===== config.mk =====
export PLATFORM = sky130hd
export DESIGN_NAME = bit_chunk_to_word_packer_core_flat
export DESIGN_NICKNAME = d
export VERILOG_FILES = /design/src/bcwp_pkg.sv /design/src/bcwp_ifs.sv /design/src/bcwp_cfg.sv /design/src/bcwp_front.sv /design/src/bcwp_fifo.sv /design/src/bcwp_back.sv /design/src/bit_chunk_to_word_packer_core.sv /design/src/flat_wrapper.sv
export SDC_FILE = /design/constraint.sdc
export NUM_CORES = 1
export LEC_CHECK = 0
export BUFFER_PORTS_ARGS = -buffer_cell sky130_fd_sc_hd__buf_2
export CAP_MARGIN = 20
export CORE_MARGIN = 2
export CORE_UTILIZATION = 40
export CTS_CLUSTER_DIAMETER = 100
export CTS_CLUSTER_SIZE = 30
export DETAILED_ROUTE_END_ITERATION = 7
export GPL_TIMING_DRIVEN = 0
export PLACE_DENSITY_LB_ADDON = 0.08
export SLEW_MARGIN = 10
export SYNTH_ARGS = -nofsm -noshare
export SYNTH_HDL_FRONTEND = slang
export SYNTH_SLANG_ARGS = --single-unit

===== constraint.sdc =====
create_clock -name clk -period 6.55 [get_ports clk]
set_input_delay 0.655 -clock clk [delete_from_list [all_inputs] [get_ports clk]]
set_output_delay 0.655 -clock clk [all_outputs]
set_load 0.01 [all_outputs]

===== src/bcwp_pkg.sv =====
package bcwp_pkg;

  localparam int CHUNK_W     = 8;
  localparam int PKT_W       = 8;
  localparam int NBITS_W     = 4;
  localparam int DATA_W      = 32;
  localparam int ADDR_W      = 3;
  localparam int IDX_W       = 1;
  localparam int QUEUE_DEPTH = 2;

  localparam logic [IDX_W-1:0] REG_CHUNK_BITS = 1'b0;
  localparam logic [IDX_W-1:0] REG_MSB_FIRST  = 1'b1;

  localparam logic [NBITS_W-1:0] CHUNK_BITS_RST = 4'd1;

  typedef struct packed {
    logic [NBITS_W-1:0] chunk_bits;
    logic               msb_first;
  } cfg_t;

  typedef struct packed {
    logic [CHUNK_W-1:0] data;
    logic [NBITS_W-1:0] nbits;
  } entry_t;

endpackage


===== src/bcwp_ifs.sv =====
interface bcwp_chunk_if import bcwp_pkg::*; ();
  logic               valid;
  logic               ready;
  logic [CHUNK_W-1:0] chunk;

  modport source (output valid, output chunk, input ready);
  modport sink (input valid, input chunk, output ready);
endinterface

interface bcwp_word_if import bcwp_pkg::*; ();
  logic             valid;
  logic             ready;
  logic [PKT_W-1:0] packed_word;

  modport source (output valid, output packed_word, input ready);
  modport sink (input valid, input packed_word, output ready);
endinterface


===== src/bcwp_cfg.sv =====
module bcwp_cfg import bcwp_pkg::*; (
  input  logic              clk,
  input  logic              rst,
  input  logic              psel,
  input  logic              penable,
  input  logic              pwrite,
  input  logic [ADDR_W-1:0] paddr,
  input  logic [DATA_W-1:0] pwdata,
  output logic [DATA_W-1:0] prdata,
  output logic              pready,
  output cfg_t              cfg
);

  logic             wr;
  logic [IDX_W-1:0] idx;

  assign pready = 1'b1;
  assign wr     = psel && penable && pwrite;
  assign idx    = paddr[ADDR_W-1:2];

  always_ff @(posedge clk) begin
    if (rst) begin
      cfg.chunk_bits <= CHUNK_BITS_RST;
      cfg.msb_first  <= 1'b1;
    end else if (wr) begin
      case (idx)
        REG_CHUNK_BITS: cfg.chunk_bits <= pwdata[NBITS_W-1:0];
        REG_MSB_FIRST:  cfg.msb_first  <= pwdata[0];
        default: ;
      endcase
    end
  end

  always_comb begin
    case (idx)
      REG_CHUNK_BITS: prdata = DATA_W'(cfg.chunk_bits);
      REG_MSB_FIRST:  prdata = DATA_W'(cfg.msb_first);
      default:        prdata = '0;
    endcase
  end

endmodule


===== src/bcwp_front.sv =====
module bcwp_front import bcwp_pkg::*; #(
  parameter int WORD_BITS = 8
) (
  input  cfg_t   cfg,
  input  logic   q_full,
  output logic   q_push,
  output entry_t q_entry,
  bcwp_chunk_if.sink chunks
);

  logic [NBITS_W-1:0]   nbits;
  logic [2*CHUNK_W-1:0] keep;

  always_comb begin
    if (cfg.chunk_bits == '0) begin
      nbits = NBITS_W'(1);
    end else if (32'(cfg.chunk_bits) > 32'(WORD_BITS)) begin
      nbits = NBITS_W'(WORD_BITS);
    end else begin
      nbits = cfg.chunk_bits;
    end
  end

  assign keep          = ((2*CHUNK_W)'(1) << nbits) - (2*CHUNK_W)'(1);
  assign chunks.ready  = !q_full;
  assign q_push        = chunks.valid && !q_full;
  assign q_entry.data  = chunks.chunk & keep[CHUNK_W-1:0];
  assign q_entry.nbits = nbits;

endmodule


===== src/bcwp_fifo.sv =====
module bcwp_fifo import bcwp_pkg::*; (
  input  logic   clk,
  input  logic   rst,
  input  logic   push,
  input  entry_t wdata,
  input  logic   pop,
  output entry_t rdata,
  output logic   full,
  output logic   nonempty
);

  localparam int PTR_W = $clog2(QUEUE_DEPTH);
  localparam int CNT_W = $clog2(QUEUE_DEPTH + 1);

  entry_t             mem [QUEUE_DEPTH];
  logic [PTR_W-1:0]   wptr;
  logic [PTR_W-1:0]   rptr;
  logic [CNT_W-1:0]   count;

  assign full     = count == CNT_W'(QUEUE_DEPTH);
  assign nonempty = count != '0;
  assign rdata    = mem[rptr];

  always_ff @(posedge clk) begin
    if (push) begin
      mem[wptr] <= wdata;
    end
  end

  always_ff @(posedge clk) begin
    if (rst) begin
      wptr  <= '0;
      rptr  <= '0;
      count <= '0;
    end else begin
      if (push) begin
        wptr <= (32'(wptr) == QUEUE_DEPTH - 1) ? '0 : wptr + PTR_W'(1);
      end
      if (pop) begin
        rptr <= (32'(rptr) == QUEUE_DEPTH - 1) ? '0 : rptr + PTR_W'(1);
      end
      if (push && !pop) begin
        count <= count + CNT_W'(1);
      end else if (pop && !push) begin
        count <= count - CNT_W'(1);
      end
    end
  end

endmodule


===== src/bcwp_back.sv =====
module bcwp_back import bcwp_pkg::*; #(
  parameter int WORD_BITS = 8
) (
  input  logic   clk,
  input  logic   rst,
  input  cfg_t   cfg,
  input  logic   q_valid,
  input  entry_t q_data,
  output logic   q_pop,
  bcwp_word_if.source words
);

  localparam int CNT_W = $clog2(WORD_BITS);
  localparam int SUM_W = $clog2(2 * WORD_BITS);
  localparam int BIG_W = 2 * WORD_BITS;

  logic [WORD_BITS-1:0] pending;
  logic [WORD_BITS-1:0] pending_next;
  logic [CNT_W-1:0]     count;
  logic [CNT_W-1:0]     count_next;
  logic [BIG_W-1:0]     joined;
  logic [BIG_W-1:0]     low_mask;
  logic [SUM_W-1:0]     total;
  logic [SUM_W-1:0]     excess;
  logic                 done;
  logic [WORD_BITS-1:0] word;
  logic [PKT_W-1:0]     word_rev;
  logic [PKT_W-1:0]     word_out;
  logic                 out_valid;
  logic [PKT_W-1:0]     out_word;

  always_comb begin
    joined   = ({{WORD_BITS{1'b0}}, pending} << q_data.nbits) | BIG_W'(q_data.data);
    total    = SUM_W'(count) + SUM_W'(q_data.nbits);
    done     = total >= SUM_W'(WORD_BITS);
    excess   = total - SUM_W'(WORD_BITS);
    low_mask = (BIG_W'(1) << excess) - BIG_W'(1);
    word     = WORD_BITS'(joined >> excess);
    if (done) begin
      pending_next = WORD_BITS'(joined & low_mask);
      count_next   = CNT_W'(excess);
    end else begin
      pending_next = WORD_BITS'(joined);
      count_next   = CNT_W'(total);
    end
    for (int i = 0; i < PKT_W; i++) begin
      word_rev[i] = word[WORD_BITS-1-i];
    end
    word_out = cfg.msb_first ? word[PKT_W-1:0] : word_rev;
  end

  assign q_pop             = q_valid && (!out_valid || words.ready);
  assign words.valid       = out_valid;
  assign words.packed_word = out_word;

  always_ff @(posedge clk) begin
    if (rst) begin
      pending   <= '0;
      count     <= '0;
      out_valid <= 1'b0;
    end else begin
      if (q_pop) begin
        pending <= pending_next;
        count   <= count_next;
      end
      if (q_pop && done) begin
        out_valid <= 1'b1;
      end else if (words.ready) begin
        out_valid <= 1'b0;
      end
    end
  end

  always_ff @(posedge clk) begin
    if (q_pop && done) begin
      out_word <= word_out;
    end
  end

endmodule


===== src/bit_chunk_to_word_packer_core.sv =====
// Path: a chunk that completes a word is written into the queue, then popped by the back end,
//   which registers words.valid and the packed word.
// Throughput: one chunk per cycle while the output is not stalled by words.ready,
//   set by the combinational back-end shift-and-merge; at most one packed word per chunk.
// Reset (rst, synchronous, active high): clears gathered bits, bit count, queue and output
//   valid; chunk_bits returns to 1 and msb_first to 1.
module bit_chunk_to_word_packer_core import bcwp_pkg::*; #(
  parameter int WORD_BITS = 8
) (
  input  logic              clk,
  input  logic              rst,
  input  logic              psel,
  input  logic              penable,
  input  logic              pwrite,
  input  logic [ADDR_W-1:0] paddr,
  input  logic [DATA_W-1:0] pwdata,
  output logic [DATA_W-1:0] prdata,
  output logic              pready,
  bcwp_chunk_if.sink        chunks,
  bcwp_word_if.source       words
);

  cfg_t   cfg;
  logic   q_full;
  logic   q_push;
  logic   q_pop;
  logic   q_nonempty;
  entry_t q_in;
  entry_t q_out;

  bcwp_cfg u_cfg (
    .clk     (clk),
    .rst     (rst),
    .psel    (psel),
    .penable (penable),
    .pwrite  (pwrite),
    .paddr   (paddr),
    .pwdata  (pwdata),
    .prdata  (prdata),
    .pready  (pready),
    .cfg     (cfg)
  );

  bcwp_front #(.WORD_BITS(WORD_BITS)) u_front (
    .cfg     (cfg),
    .q_full  (q_full),
    .q_push  (q_push),
    .q_entry (q_in),
    .chunks  (chunks)
  );

  bcwp_fifo u_fifo (
    .clk      (clk),
    .rst      (rst),
    .push     (q_push),
    .wdata    (q_in),
    .pop      (q_pop),
    .rdata    (q_out),
    .full     (q_full),
    .nonempty (q_nonempty)
  );

  bcwp_back #(.WORD_BITS(WORD_BITS)) u_back (
    .clk     (clk),
    .rst     (rst),
    .cfg     (cfg),
    .q_valid (q_nonempty),
    .q_data  (q_out),
    .q_pop   (q_pop),
    .words   (words)
  );

endmodule


===== src/flat_wrapper.sv =====
// flat-port wrapper written by rule: the top's interface ports become plain ports
module bit_chunk_to_word_packer_core_flat import bcwp_pkg::*;
#(
  parameter int WORD_BITS = 8
)
  (clk, rst, psel, penable, pwrite, paddr, pwdata, prdata, pready, chunks_valid, chunks_chunk, chunks_ready, words_valid, words_packed_word, words_ready);
  bcwp_chunk_if chunks_i ();
  bcwp_word_if words_i ();
  input  logic clk;
  input  logic rst;
  input  logic psel;
  input  logic penable;
  input  logic pwrite;
  input  logic [ADDR_W-1:0] paddr;
  input  logic [DATA_W-1:0] pwdata;
  output logic [DATA_W-1:0] prdata;
  output logic pready;
  input wire logic [$bits(chunks_i.valid)-1:0] chunks_valid;
  input wire logic [$bits(chunks_i.chunk)-1:0] chunks_chunk;
  output wire logic [$bits(chunks_i.ready)-1:0] chunks_ready;
  output wire logic [$bits(words_i.valid)-1:0] words_valid;
  output wire logic [$bits(words_i.packed_word)-1:0] words_packed_word;
  input wire logic [$bits(words_i.ready)-1:0] words_ready;
  assign chunks_i.valid = chunks_valid;
  assign chunks_i.chunk = chunks_chunk;
  assign chunks_ready = chunks_i.ready;
  assign words_valid = words_i.valid;
  assign words_packed_word = words_i.packed_word;
  assign words_i.ready = words_ready;
  bit_chunk_to_word_packer_core #(.WORD_BITS(WORD_BITS)) u_core (.clk(clk), .rst(rst), .psel(psel), .penable(penable), .pwrite(pwrite), .paddr(paddr), .pwdata(pwdata), .prdata(prdata), .pready(pready), .chunks(chunks_i), .words(words_i));
endmodule

==> impl_results.md <==
* Status: finished, final reports clean
* Final period util at 61.2%
* Kind of critical path: flip-flop to flip-flop
* # DRC at 0
* Minimum hold slack at 503 ps
* Die width at 103 µm
* Count leader, synth: nor2_1
* Root buf cell: clkbuf_8
* RSZ-0062 raised after global routing: false
* CP required at 6740 ps
* Worst skew pair latency at 320 ps
* CP Launch Type: flip-flop
* Post-synthesis cell type with the largest combined area: edfxtp_1
* Drt first-iter violations at 362
* GRT Residual Overflow at 0
* Pin count of the biggest net entering global routing at 19
* Post-CTS Setup Bufs at 0
* Hold_sp: u_core.u_back.count[0]$_SDFFE_PP0P_
* Row cnt at 36
* Crit. End Element: flip-flop
* Minimum clock period at 4010 ps
* Vert. Die Dim at 103 µm
* Drt first pass iters at 5
* Synth area leaders: edfxtp_1 24%, dfxtp_1 11%, buf_4 5.7%
* Number of enable flip-flop cells after synthesis at 32
* Clk slew on worst S/H paths at 100 ps
* Io pins at 93
* Sequential area share after synthesis at 35.5%
* Hpwl dp at 8.03 mm
* TritonCTS sink count at 54
* Peak supply drop at 0.174 mV
* Leak Pwr at 1.81 nW
* Area of the multi-input gates at 2260 µm²
* PortBufs at 32
* Post-CTS sizing at 0
* MaxCap Viol Count at 0
* Pwr Total at 0.00253 W
* Main synth FF type: edfxtp_1
* Count of pins over their slew limit at 0
* Core ar. at 9680 µm²
* Final std cells w/o fill at 628
* Placer Congestion at 0.915
* Endpoints failing hold at 0
* Clk_skew at 13.5 ps
* Seq cells post-synth at 54
* Layout cell share with drive strength beyond 1 at 21.2%
* FMAX at 0.249 GHz
* Synthesized instance count at 426
* Layout area overhead at 13.9%
* Inserted Clock Buffers at 5
* Async S/R FF share, synth at 0%
* Longest Clk Path Bufs at 2
* DRT antenna net count at 0
* Initial Utilization at 40.8%
* Vias per Instance at 5.61
* Wire per inst at 17.3 µm
* FILL cells at 950
* CTS tree: done
* GR Util All Layers at 21.0%
* Critical Path AT at 4200 ps
* Antenna violations before repair at 0
* CP Max Fanout at 10
* Max_slew headroom at 23.4%
* Hold buffers post-CTS at 0
* Mapped cell area at 3950 µm²
* Hold Path Class: flip-flop to flip-flop
* Number of global-route vias before repair at 3204
* Final setup vio count at 0
* Htree depth at 2
* Synth cell count leaders: 42 x nor2_1, 32 x edfxtp_1, 31 x a21oi_1
* Setup TNS at 0 ps
* Warnings, synthesis at 0
* Register Area at 1400 µm²
* PwrDens at 562 nW/µm²
* Placed cells at 619
* Die area at 10700 µm²
* Share of the synthesized area in the top cell type at 24.3%
* Vias at 3522
* First-pass GRT wire length at 17.2 mm
* Post-synth cell types at 65
* Worst-margin pin slew at 1150 ps
* Avg Inst Size Synth at 9.27 µm²
* Antenna cells at 0
* Nets@finish at 551
* Routed wire length at 10.8 mm
[cell families (layout without fill, tap and decap cells)]
logic type	count (synthesis)	count (layout)	share of synthesized area [%]
other	2	30	0.190
XOR/XNOR	11	11	2.44
adder cells (fa/ha/maj)	7	7	2.41
flip-flops	54	54	35.5
AO/OA/AOI/OAI	127	127	21.7
AND/OR/NAND/NOR	116	116	14.1
multiplexers	39	39	13.7
buffers and inverters	70	111	9.98
[path summary, 6_finish.rpt]
path	to	slack, ps	cells past startpoint
setup reg to reg	u_core.u_back.pending[6]$_SDFFE_PP0P_	2540	18
hold / removal	u_core.u_back.count[0]$_SDFFE_PP0P_	500	2
setup / recovery	u_core.u_back.pending[6]$_SDFFE_PP0P_	2540	18
hold reg to reg	u_core.u_back.count[0]$_SDFFE_PP0P_	500	2
[layout by cell type, fill, tap and decap left out, drive strengths merged, types with 2 or more instances in the layout]
cell type and n:
mux2i 21, nor2 43, clkinv 2, nand3 6
o21a 5, nor3 8, and4 2, a211oi 11
clkbuf 29, ha 6, conb 30, a32oi 3
xor2 7, dfxtp 22, edfxtp 32, o31ai 2
o311ai 2, o211ai 8, nand4b 2, o22ai 2
a22oi 8, inv 12, o2111ai 2, a21oi 31
or3 4, a221oi 10, nand2b 2, and2 3
a31oi 8, buf 68, xnor2 4, nand2 30
mux4 8, a211o 2, mux2 10, o21ai 24
nor2b 9
[area by class of cell]
cell class,instances,area share [%]
Buffer,58,7.76
Sequential cell,54,31.2
Inverter,12,1.00
Multi-Input combinational cell,330,50.2
Clock buffer,6,2.09
Clock inverter,2,0.389
Tap cell,133,3.70
Timing Repair Buffer,33,3.73
[state kept, by name (all words and copies together) (netlist names), named ones only]
register	flops
u_core.u_back.count	3
u_core.u_back.pending	8
u_core.u_back.words.packed_word	8
u_core.u_back.words.valid	1
u_core.u_cfg.cfg	5
u_core.u_fifo.count	2
u_core.u_fifo.mem	24
u_core.u_fifo.rptr	1
u_core.u_fifo.wptr	1
[metal layers]
layer | global-route usage, % | vias up | share of wire [%]
met2 | 35.2 | 193 | 48
met4 | 6.38 | 0 | 2.4
met1 | 27.9 | 1627 | 42
met5 | 0 | - | 0
met3 | 3.29 | 22 | 7.3
li1 | - | 1680 | -
[power breakdown]
| part | internal (W) | switching, W |
|---|---|---|
| clock | 0.000101 | 0.000119 |
| sequential | 0.000494 | 0.0000749 |
| combinational | 0.000609 | 0.00113 |
| total | 0.00120 | 0.00132 |
[critical path, cell delays in order, from the launching register on]
cell,delay [ps]
dfxtp_1,370
buf_6,170
mux2i_4,410
inv_1,160
ha_1,220
inv_1,70
fa_1,390
clkbuf_1,200
inv_1,150
clkbuf_1,400
nor2_1,210
nand2_1,140
ha_1,260
xor2_1,160
nor3_1,60
a31oi_1,180
a21oi_1,90
a22oi_1,180
nor2_1,60
[through the flow]
stage / instance area [µm²] / utilization [%] / setup WS (ps)
floorplan: 4050 / - / 3240
global placement: 4380 / 45.2 / 2550
detailed placement: 4380 / 45.2 / 2590
CTS: 4490 / 46.4 / 2560
global route: 4500 / 46.4 / 2150
finish: 4500 / 46.4 / 2540
Power figures use the tool's default switching activity.
